`src/hdl/nco_pkg.sv`:
```
// Constants, types and the arctangent table of the oscillator.
// No dependencies; used by the top level and its checker.
package nco_pkg;

    localparam int PHASE_BITS     = 32;
    localparam int OUT_BITS       = 16;
    localparam int STEP_BITS      = 32;
    localparam int TURN_BITS      = 32;
    localparam int COUNT_BITS     = 32;
    localparam int CORDIC_ITERS   = 30;
    localparam int ITER_W         = $clog2(CORDIC_ITERS);
    localparam int VEC_SCALE_BITS = 24;
    localparam int XY_W           = OUT_BITS + VEC_SCALE_BITS + 4;
    localparam int STEP_DN        = (PHASE_BITS < STEP_BITS) ? STEP_BITS - PHASE_BITS : 0;
    localparam int STEP_UP        = (PHASE_BITS > STEP_BITS) ? PHASE_BITS - STEP_BITS : 0;
    localparam int RND_SH         = TURN_BITS - 1 - OUT_BITS;

    localparam logic [STEP_BITS-1:0] STEP_RESET  = STEP_BITS'(4294967);
    localparam logic [TURN_BITS-1:0] CORDIC_GAIN = TURN_BITS'(652032874);

    typedef logic signed [OUT_BITS-1:0] sample_t;
    typedef logic [TURN_BITS-1:0]       turn_t;

    // arctangent of 2^-i in 2^32-per-turn units
    function automatic turn_t atan_turn(input logic [ITER_W-1:0] idx);
        turn_t a;
        unique case (idx)
            5'd0:    a = 32'd536870912;
            5'd1:    a = 32'd316933406;
            5'd2:    a = 32'd167458907;
            5'd3:    a = 32'd85004756;
            5'd4:    a = 32'd42667331;
            5'd5:    a = 32'd21354465;
            5'd6:    a = 32'd10679838;
            5'd7:    a = 32'd5340245;
            5'd8:    a = 32'd2670163;
            5'd9:    a = 32'd1335087;
            5'd10:   a = 32'd667544;
            5'd11:   a = 32'd333772;
            5'd12:   a = 32'd166886;
            5'd13:   a = 32'd83443;
            5'd14:   a = 32'd41722;
            5'd15:   a = 32'd20861;
            5'd16:   a = 32'd10430;
            5'd17:   a = 32'd5215;
            5'd18:   a = 32'd2608;
            5'd19:   a = 32'd1304;
            5'd20:   a = 32'd652;
            5'd21:   a = 32'd326;
            5'd22:   a = 32'd163;
            5'd23:   a = 32'd81;
            5'd24:   a = 32'd41;
            5'd25:   a = 32'd20;
            5'd26:   a = 32'd10;
            5'd27:   a = 32'd5;
            5'd28:   a = 32'd3;
            5'd29:   a = 32'd1;
            default: a = '0;
        endcase
        return a;
    endfunction

endpackage

```
`src/hdl/nco_sine_cosine_with_angle.sv`:
```
// Oscillator: phase accumulator, sine/cosine by rotating CORDIC, angle by vectoring CORDIC.
// Steps: accept, prepare, rotate, fold, set up vectoring, vector, load output once free.
// One item at a time: s_ready is high only in idle, so each item takes 30 rotation and
// 30 vectoring passes through the one shared add/shift unit, plus set-up and hand-off.
// Reset: synchronous, active low; clears accumulator, tick count and output valid, step back to 4294967.
// Depends on nco_pkg.
module nco_sine_cosine_with_angle (
    input  logic                              aclk,
    input  logic                              aresetn,
    input  logic                              cfg_valid,
    output logic                              cfg_ready,
    input  logic signed [nco_pkg::STEP_BITS-1:0] cfg_data,
    input  logic                              s_valid,
    output logic                              s_ready,
    input  logic                              s_tick,
    output logic                              m_valid,
    input  logic                              m_ready,
    output logic [nco_pkg::COUNT_BITS-1:0]    m_sample_count,
    output logic [nco_pkg::OUT_BITS-1:0]      m_phase,
    output nco_pkg::sample_t                  m_sine,
    output nco_pkg::sample_t                  m_cosine,
    output nco_pkg::sample_t                  m_angle
);
    import nco_pkg::*;

    localparam logic [2:0] S_IDLE  = 3'd0;
    localparam logic [2:0] S_PREP  = 3'd1;
    localparam logic [2:0] S_ROT   = 3'd2;
    localparam logic [2:0] S_FOLD  = 3'd3;
    localparam logic [2:0] S_VINIT = 3'd4;
    localparam logic [2:0] S_VEC   = 3'd5;
    localparam logic [2:0] S_DONE  = 3'd6;

    localparam logic signed [XY_W-1:0] RND_ONE   = XY_W'(2 ** (RND_SH - 1));
    localparam logic signed [XY_W-1:0] CLAMP_POS = XY_W'(2 ** (OUT_BITS - 1) - 1);
    localparam logic signed [XY_W-1:0] CLAMP_NEG = -CLAMP_POS;
    localparam turn_t QUAD_HALF = TURN_BITS'(2 ** (TURN_BITS - 3));
    localparam turn_t HALF_TURN = TURN_BITS'(2 ** (TURN_BITS - 1));
    localparam turn_t ANG_HALF  = TURN_BITS'(2 ** RND_SH);
    localparam logic [ITER_W-1:0] ITER_LAST = ITER_W'(CORDIC_ITERS - 1);

    function automatic sample_t round_clamp(input logic signed [XY_W-1:0] v);
        logic signed [XY_W-1:0] r;
        r = (v + RND_ONE) >>> RND_SH;
        if (r > CLAMP_POS) begin
            r = CLAMP_POS;
        end else if (r < CLAMP_NEG) begin
            r = CLAMP_NEG;
        end
        return sample_t'(r);
    endfunction

    logic [2:0]                  state_reg, state_next;
    logic signed [STEP_BITS-1:0] phase_step_reg, phase_step_next;
    logic [PHASE_BITS-1:0]       acc_reg, acc_next;
    logic [COUNT_BITS-1:0]       count_reg, count_next;
    logic                        m_valid_reg, m_valid_next;

    logic signed [XY_W-1:0]      x_reg, x_next, y_reg, y_next;
    turn_t                       z_reg, z_next;
    logic [ITER_W-1:0]           iter_reg, iter_next;
    logic [1:0]                  quad_reg, quad_next;
    sample_t                     sin_reg, sin_next, cos_reg, cos_next;
    logic                        zero_reg, zero_next;
    logic [COUNT_BITS-1:0]       out_count_reg, out_count_next;
    logic [OUT_BITS-1:0]         out_phase_reg, out_phase_next;
    sample_t                     out_sin_reg, out_sin_next;
    sample_t                     out_cos_reg, out_cos_next;
    sample_t                     out_ang_reg, out_ang_next;

    logic signed [63:0]                  step_ext;
    logic [PHASE_BITS-1:0]               acc_step;
    logic [PHASE_BITS+TURN_BITS-1:0]     acc_ext;
    turn_t                               theta, theta_plus, residue, atan_val, ang_sum;
    logic [1:0]                          quad;
    logic signed [XY_W-1:0]              dx, dy, cos_sc, sin_sc;
    logic                                ccw, last_iter, out_load;
    sample_t                             c_rnd, s_rnd;

    assign cfg_ready = 1'b1;
    assign s_ready   = (state_reg == S_IDLE);
    assign m_valid   = m_valid_reg;
    assign m_sample_count = out_count_reg;
    assign m_phase   = out_phase_reg;
    assign m_sine    = out_sin_reg;
    assign m_cosine  = out_cos_reg;
    assign m_angle   = out_ang_reg;

    assign step_ext   = 64'(phase_step_reg);
    assign acc_step   = PHASE_BITS'(64'((step_ext >>> STEP_DN) <<< STEP_UP));
    assign acc_ext    = {acc_reg, {TURN_BITS{1'b0}}};
    assign theta      = TURN_BITS'(acc_ext >> PHASE_BITS);
    assign theta_plus = theta + QUAD_HALF;
    assign quad       = theta_plus[TURN_BITS-1 -: 2];
    assign residue    = theta - {quad, {(TURN_BITS-2){1'b0}}};

    assign dx        = y_reg >>> iter_reg;
    assign dy        = x_reg >>> iter_reg;
    assign atan_val  = atan_turn(iter_reg);
    assign ccw       = (state_reg == S_VEC) ? y_reg[XY_W-1] : !z_reg[TURN_BITS-1];
    assign last_iter = (iter_reg == ITER_LAST);

    assign c_rnd   = round_clamp(x_reg);
    assign s_rnd   = round_clamp(y_reg);
    assign cos_sc  = XY_W'(cos_reg) <<< VEC_SCALE_BITS;
    assign sin_sc  = XY_W'(sin_reg) <<< VEC_SCALE_BITS;
    assign ang_sum = z_reg + ANG_HALF;

    assign out_load = (state_reg == S_DONE) && (!m_valid_reg || m_ready);

    always_comb begin
        state_next      = state_reg;
        phase_step_next = phase_step_reg;
        acc_next        = acc_reg;
        count_next      = count_reg;
        x_next          = x_reg;
        y_next          = y_reg;
        z_next          = z_reg;
        iter_next       = iter_reg;
        quad_next       = quad_reg;
        sin_next        = sin_reg;
        cos_next        = cos_reg;
        zero_next       = zero_reg;
        out_count_next  = out_count_reg;
        out_phase_next  = out_phase_reg;
        out_sin_next    = out_sin_reg;
        out_cos_next    = out_cos_reg;
        out_ang_next    = out_ang_reg;
        m_valid_next    = m_valid_reg && !m_ready;

        if (cfg_valid && cfg_ready) begin
            phase_step_next = cfg_data;
        end

        unique case (state_reg)
            S_IDLE: begin
                if (s_valid) begin
                    if (s_tick) begin
                        acc_next   = acc_reg + acc_step;
                        count_next = count_reg + 1'b1;
                    end
                    state_next = S_PREP;
                end
            end
            S_PREP: begin
                x_next     = XY_W'(CORDIC_GAIN);
                y_next     = '0;
                z_next     = residue;
                quad_next  = quad;
                iter_next  = '0;
                state_next = S_ROT;
            end
            S_ROT, S_VEC: begin
                if (ccw) begin
                    x_next = x_reg - dx;
                    y_next = y_reg + dy;
                    z_next = z_reg - atan_val;
                end else begin
                    x_next = x_reg + dx;
                    y_next = y_reg - dy;
                    z_next = z_reg + atan_val;
                end
                iter_next = iter_reg + 1'b1;
                if (last_iter) begin
                    state_next = (state_reg == S_ROT) ? S_FOLD : S_DONE;
                end
            end
            S_FOLD: begin
                unique case (quad_reg)
                    2'd0: begin
                        cos_next = c_rnd;
                        sin_next = s_rnd;
                    end
                    2'd1: begin
                        cos_next = -s_rnd;
                        sin_next = c_rnd;
                    end
                    2'd2: begin
                        cos_next = -c_rnd;
                        sin_next = -s_rnd;
                    end
                    default: begin
                        cos_next = s_rnd;
                        sin_next = -c_rnd;
                    end
                endcase
                state_next = S_VINIT;
            end
            S_VINIT: begin
                if (cos_reg[OUT_BITS-1]) begin
                    x_next = -cos_sc;
                    y_next = -sin_sc;
                    z_next = HALF_TURN;
                end else begin
                    x_next = cos_sc;
                    y_next = sin_sc;
                    z_next = '0;
                end
                zero_next  = (sin_reg == '0) && (cos_reg == '0);
                iter_next  = '0;
                state_next = S_VEC;
            end
            S_DONE: begin
                if (out_load) begin
                    out_count_next = count_reg;
                    out_phase_next = theta[TURN_BITS-1 -: OUT_BITS];
                    out_sin_next   = sin_reg;
                    out_cos_next   = cos_reg;
                    out_ang_next   = zero_reg ? sample_t'(0)
                                              : sample_t'(ang_sum[TURN_BITS-1 -: OUT_BITS]);
                    m_valid_next   = 1'b1;
                    state_next     = S_IDLE;
                end
            end
            default: begin
                state_next = S_IDLE;
            end
        endcase
    end

    always_ff @(posedge aclk) begin
        if (!aresetn) begin
            state_reg      <= S_IDLE;
            phase_step_reg <= STEP_RESET;
            acc_reg        <= '0;
            count_reg      <= '0;
            m_valid_reg    <= 1'b0;
        end else begin
            state_reg      <= state_next;
            phase_step_reg <= phase_step_next;
            acc_reg        <= acc_next;
            count_reg      <= count_next;
            m_valid_reg    <= m_valid_next;
        end
    end

    always_ff @(posedge aclk) begin
        x_reg         <= x_next;
        y_reg         <= y_next;
        z_reg         <= z_next;
        iter_reg      <= iter_next;
        quad_reg      <= quad_next;
        sin_reg       <= sin_next;
        cos_reg       <= cos_next;
        zero_reg      <= zero_next;
        out_count_reg <= out_count_next;
        out_phase_reg <= out_phase_next;
        out_sin_reg   <= out_sin_next;
        out_cos_reg   <= out_cos_next;
        out_ang_reg   <= out_ang_next;
    end

endmodule

```
`config.mk`:
```
export PLATFORM = sky130hd
export DESIGN_NAME = nco_sine_cosine_with_angle
export DESIGN_NICKNAME = d
export VERILOG_FILES = /design/src/hdl/nco_pkg.sv /design/src/hdl/nco_sine_cosine_with_angle.sv
export SDC_FILE = /design/constraint.sdc
export NUM_CORES = 1
export LEC_CHECK = 0
export ABC_AREA = 1
export BUFFER_PORTS_ARGS = -buffer_cell sky130_fd_sc_hd__buf_2
export CORE_UTILIZATION = 50
export CTS_CLUSTER_DIAMETER = 60
export CTS_CLUSTER_SIZE = 30
export DETAILED_ROUTE_END_ITERATION = 10
export MAX_ROUTING_LAYER = met4
export PLACE_DENSITY = 0.67
export SETUP_SLACK_MARGIN = 0.1
export SLEW_MARGIN = 25
export SYNTH_ARGS = -nofsm -noshare
export SYNTH_HDL_FRONTEND = slang
export SYNTH_SLANG_ARGS = --single-unit
```
`constraint.sdc`:
```
create_clock -name aclk -period 8.2 [get_ports aclk]
set_input_delay 0.82 -clock aclk [delete_from_list [all_inputs] [get_ports aclk]]
set_output_delay 0.82 -clock aclk [all_outputs]
set_load 0.03 [all_outputs]
```
==> results of run 1 <==
cell usage after synthesis (all sizes together) (2+ instances only):
library cell	instances
mux2i	27
o21bai	9
a21o	9
o21ai	539
nor3	79
a22oi	2
a32o	2
clkinv	4
nand3b	8
clkbuf	104
a211oi	4
nor3b	9
and2	8
nor4	18
buf	78
xor2	130
nor2	631
o221ai	13
xnor2	80
a31oi	39
edfxtp	256
o2111ai	10
o22ai	21
nand4	87
or2	54
a21boi	5
o21a	25
o211ai	46
a221oi	5
dfxtp	130
and3	6
a21oi	373
o31ai	9
inv	610
ha	177
nand2	1519
o311ai	2
o32ai	5
nand3	313
fa	4
through the flow:
stage	area, µm²	hold slack (ps)	utilization [%]
after floorplan	35500	424	-
after global placement	36900	435	52.5
after detailed placement	36900	449	52.5
after CTS	38400	371	54.7
after global routing	38400	389	54.8
final	38400	399	54.8
layout make-up:
cell class	count	area [µm²]	share of cell area, %
multi-input cells	4274	22100	57.6
well taps	940	1180	3.06
clock buffers	44	1060	2.75
repair buffers	175	1000	2.61
clock inverters	33	470	1.22
inverters	614	2310	6.00
flip-flops and latches	386	10300	26.8
worst min-delay path, delay by kind of cell:
family | cells | cell delay (ps)
buffers and inverters | 1 | 70
AND/OR/NAND/NOR | 2 | 100
cells by family after synthesis:
kind of cell             count (synthesis)  share of synthesized area [%]
adder cells (fa/ha/maj)                181                           6.46
buffers and inverters                  796                           8.86
other                                    1                         0.0106
flip-flops                             386                           29.0
AO/OA/AOI/OAI                         1122                           17.4
multiplexers                            27                          0.761
AND/OR/NAND/NOR                       2733                           32.4
XOR/XNOR                               210                           5.18
layer usage:
metal	vias up	track usage, %	routed length (µm)
met5	-	-	0
met4	0	21.2	8450
met3	365	3.84	7980
met2	1368	58.4	59700
met1	17200	43.0	52200
li1	18300	-	-
path summary, 6_finish.rpt:
kind / cells after the start / end / slack (ps)
min reg2reg: 2 / acc_step[15] / 470
max reg2reg: 31 / y_reg[42] / 1980
min: 3 / acc_step[16] / 400
max: 31 / y_reg[42] / 1980
==> reports/qor.csv, run 1 <==
metric,value,unit
overflow,0,
h-tree-depth,2,
path_class,register to register,
cts_num_sinks,386,
antenna_found_initial,0,
slew_viol_final,0,
finalHoldViolCount,0,
num_vias,37200,
synth_seq_cells,386,
cts_max_path_buffers,3,
core.rowCount,97,
r2r_start,iter_reg[0],
start_util,50.7,%
tightest_slew,1040,ps
critPathRequiredTime,8570,ps
critPathBufInv,4,
critPathLaunchType,register,
diodes,0,
grt_pass1_wl,194000,µm
cap_violations,0,
syn-num-nets,5675,
hp-start,cfg_data[16],
ant_nets,0,
io_pins,137,
finalSetupViolCount,0,
gp_congestion,1.07,
yosysTopAreaCell,edfxtp_1,
hold_buffers,0,
synth_area_leaders,"edfxtp_1 22%, nand2_1 16%, dfxtp_1 7.3%, inv_1 6.4%, nor2_1 6.4%",
worst_slack,1980,ps
die_area,72100,µm²
vias_per_cell,5.76,
hpwl,99600,µm
grt_max_degree,90,
slew_headroom,30.9,%
fin_nets,5712,
drive_gt1_share,6.91,%
synthFlopType,edfxtp_1,
io_buffers,135,
first_pass_iters,6,
fin_crit_sh,75.9,%
crit_top_cell,nand2_1,
area_growth,8.17,%
clockRootBuffer,clkbuf_16,
seq_area_frac_synth,29.0,%
fillers,7258,
dp_cells,6386,
final_common_cell,nand2_1,
grt_use_total,35.9,%
tritoncts,done,
fp.coreArea,70100,µm²
clock_latency,630,ps
critical-path-top-delay-family,simple AND/OR/NAND/NOR gates,
max_freq,161,MHz
dp_slack,1480,ps
rsz0062_at_grt,false,
syn_area,35500,µm²
crit_path_max_fanout,33,
die_w,269,µm
layout_common_cells,"1491 x nand2_1, 602 x nor2_1, 598 x inv_1",
cpMaxStageDelayCell,nor4_1,
fin_crit,6220,ps
yosysTopAreaCellShare,21.6,%
worst_hold_path_type,primary input to register,
syn_avg_cell_area,6.51,µm²
fp.dieH,269,µm
cts_inserted_buffers,42,
cp-end-kind,register,
synth_cell_type_count,65,
cp-startpoint,iter_reg[0],
synth_edf_count,256,
synthCells,5456,
wl,128000,µm
grt_pass1_vias,34300,
cp_data_arrival_time,6590,ps
tns,0,ps
instances_no_fill,6466,
dr.first_iter.drc_count,3471,
synth_warnings,0,
clk_pin_slew_worst_paths,80,ps
async_reset_ff_share,0,%
status,"complete, no violations",
cts_resized,0,
finClkSkew,65.5,ps
drc,0,
post-cts-setup-buffer-count,0,
wl_per_cell,19.8,µm
slowest_delay,570,ps
Power of run 1 is left out: the tool's default activity adds up to more than one toggle a clock period on the data nets, which glitch-free logic cannot reach.
==> inputs of run 2 (changes only) <==
- clock period: 8.2 -> 6.4 ns (I/O delays scaled with it)
==> run 2 against run 1 <==
  * Worst hold slack worse by 180 ps
  * Die area stayed put
  * Clock-buffer cell count rose by 3
  * Critical path type unchanged
  * Register-to-register slack worse by 1500 ps
  * Critical endpoint unchanged
  * Core utilization increased by 0.47 points
  * Highest routed layer unchanged
  * Clock skew fell by 23 ps
  * Global-route usage down 0.10 points
  * Maximum frequency grew 5.8%
  * Largest cell class unchanged
  * Cell count grew 0.59%
==> reports/qor.csv, run 2 (synthesized netlist as in run 1, its figures left out) <==
metric,value,unit,change
rrSetupSlack,520,ps,-1460 ps
finalHoldViolCount,0,,unchanged
path_class,register to register,,
dr.first_iter.drc_count,3468,,-0.086%
cts_max_path_buffers,3,,unchanged
tightest_slew,1010,ps,-30.8 ps
crit_top_cell,nand2_1,,
clockRootBuffer,clkbuf_16,,
antenna_found_initial,1,,+1
diodes,0,,unchanged
die_area,72100,µm²,unchanged
wl,128000,µm,-0.34%
h-tree-depth,2,,unchanged
seq_area,10300,µm²,unchanged
wl_per_cell,19.7,µm,-0.92%
die_w,269,µm,unchanged
tritoncts,done,,
clk_pin_slew_worst_paths,90,ps,about the same
final_common_cell,nand2_1,,
drive_gt1_share,7.57,%,+0.65 points
max_freq,170,MHz,+5.8%
layout_common_cells,"1491 x nand2_1, 602 x nor2_1, 598 x inv_1",,
cp_data_arrival_time,6250,ps,-340 ps
rr_endpoint,y_reg[42],,
finClkSkew,42.9,ps,-22.6 ps
cp-end-kind,register,,
whs_path_depth,3,,unchanged
area_growth,9.09,%,
status,"complete, no violations",,
fin_nets,5752,,+0.70%
rsz0062_at_grt,false,,
fp.dieH,269,µm,unchanged
start_util,50.7,%,unchanged
grt_pass1_wl,194000,µm,-0.17%
grt_max_degree,90,,unchanged
critical-path-top-delay-family,simple AND/OR/NAND/NOR gates,,
vias_per_cell,5.71,,-0.79%
overflow,0,,unchanged
critPathBufInv,4,,unchanged
first_pass_iters,6,,unchanged
grt_use_total,35.8,%,-0.10 points
r2r_start,x_reg[21],,
io_buffers,135,,unchanged
fillers,7207,,-0.70%
io_pins,137,,unchanged
holdPathEnd,acc_step[4],,
tns,0,ps,unchanged
clock_latency,620,ps,about the same
slowest_delay,640,ps,+70 ps
crit_path_max_fanout,6,,-82%
slew_headroom,32.9,%,+2.0 points
fin_crit,5880,ps,-340 ps
critPathRequiredTime,6760,ps,-1810 ps
hp-start,cfg_data[4],,
gp_congestion,1.06,,-0.58%
hpwl,101000,µm,+1.7%
crit_cells,30,,-3.2%
ant_nets,0,,unchanged
cpMaxStageDelayCell,edfxtp_1,,
multiInputGateArea,22100,µm²,unchanged
drc,0,,unchanged
cts_num_sinks,386,,unchanged
fp.coreArea,70100,µm²,unchanged
grt_pass1_vias,34600,,+0.96%
num_vias,37200,,-0.21%
post-cts-setup-buffer-count,0,,unchanged
worst_hold_path_type,primary input to register,,
fin_crit_sh,91.9,%,+16 points
finalSetupViolCount,0,,unchanged
hold_buffers,0,,unchanged
rr_worst_depth,30,,-3.2%
critPathLaunchType,register,,
core.rowCount,97,,unchanged
cts_inserted_buffers,43,,+2.4%
slew_viol_final,0,,unchanged
cap_violations,0,,unchanged
[run 2: worst max path at each step]
stage / endpoint / startpoint
2_1_floorplan: m_angle[0] / state_reg[2]
3_3_place_gp: x_reg[38] / iter_reg[0]
3_5_place_dp: x_reg[36] / iter_reg[0]
4_1_cts: x_reg[38] / iter_reg[0]
5_1_grt: x_reg[38] / iter_reg[0]
6_report: y_reg[42] / x_reg[21]
[run 2: layout make-up]
| cell class | instances | area share [%] |
|---|---|---|
| multi-input cells | 4274 | 57.1 |
| inverters | 614 | 5.96 |
| clock inverters | 29 | 1.16 |
| clock buffers | 47 | 2.81 |
| flip-flops and latches | 386 | 26.5 |
| well taps | 940 | 3.03 |
| repair buffers | 214 | 3.40 |
[run 2: worst register-to-register path: cells and delay by family, from the launching register on]
kind | cells | cell delay [ps]
AOI/OAI and AO/OA | 7 | 1280
xor gates and xnor gates | 1 | 160
adders and majority gates | 2 | 650
buffers and inverters | 4 | 530
DFF | 1 | 640
and+or+nand+nor | 16 | 2380
[run 2: through the flow]
step / hold slack (ps) / worst slack [ps] / cells / instance area (µm²) / utilization [%]
after global routing: 207 / 126 / 6504 / 38800 / 55.3
after floorplan: 424 / 472 / 5456 / 35500 / -
after CTS: 194 / 586 / 6504 / 38800 / 55.3
after detailed placement: 450 / 579 / 6428 / 37200 / 53.1
after global placement: 445 / 613 / 6428 / 37200 / 53.1
final: 217 / 515 / 6504 / 38800 / 55.3
[run 2: routing by layer]
metal  wire length (µm)  vias to the layer above  share of wire (%)  GRT usage (%)
met1              52300                    17100                 41           43.0
li1                   -                    18300                  -              -
met4               7940                        0                6.2           19.3
met2              59600                     1374                 47           58.9
met5                  0                        -                  0              -
met3               7950                      328                6.2           3.94
[run 2: repair_timing]
action	CTS	global route
resized for setup	0	3
endpoints found under the hold margin	0	0
endpoints found under the setup margin	0	5
Power of run 2 is left out for the same reason.
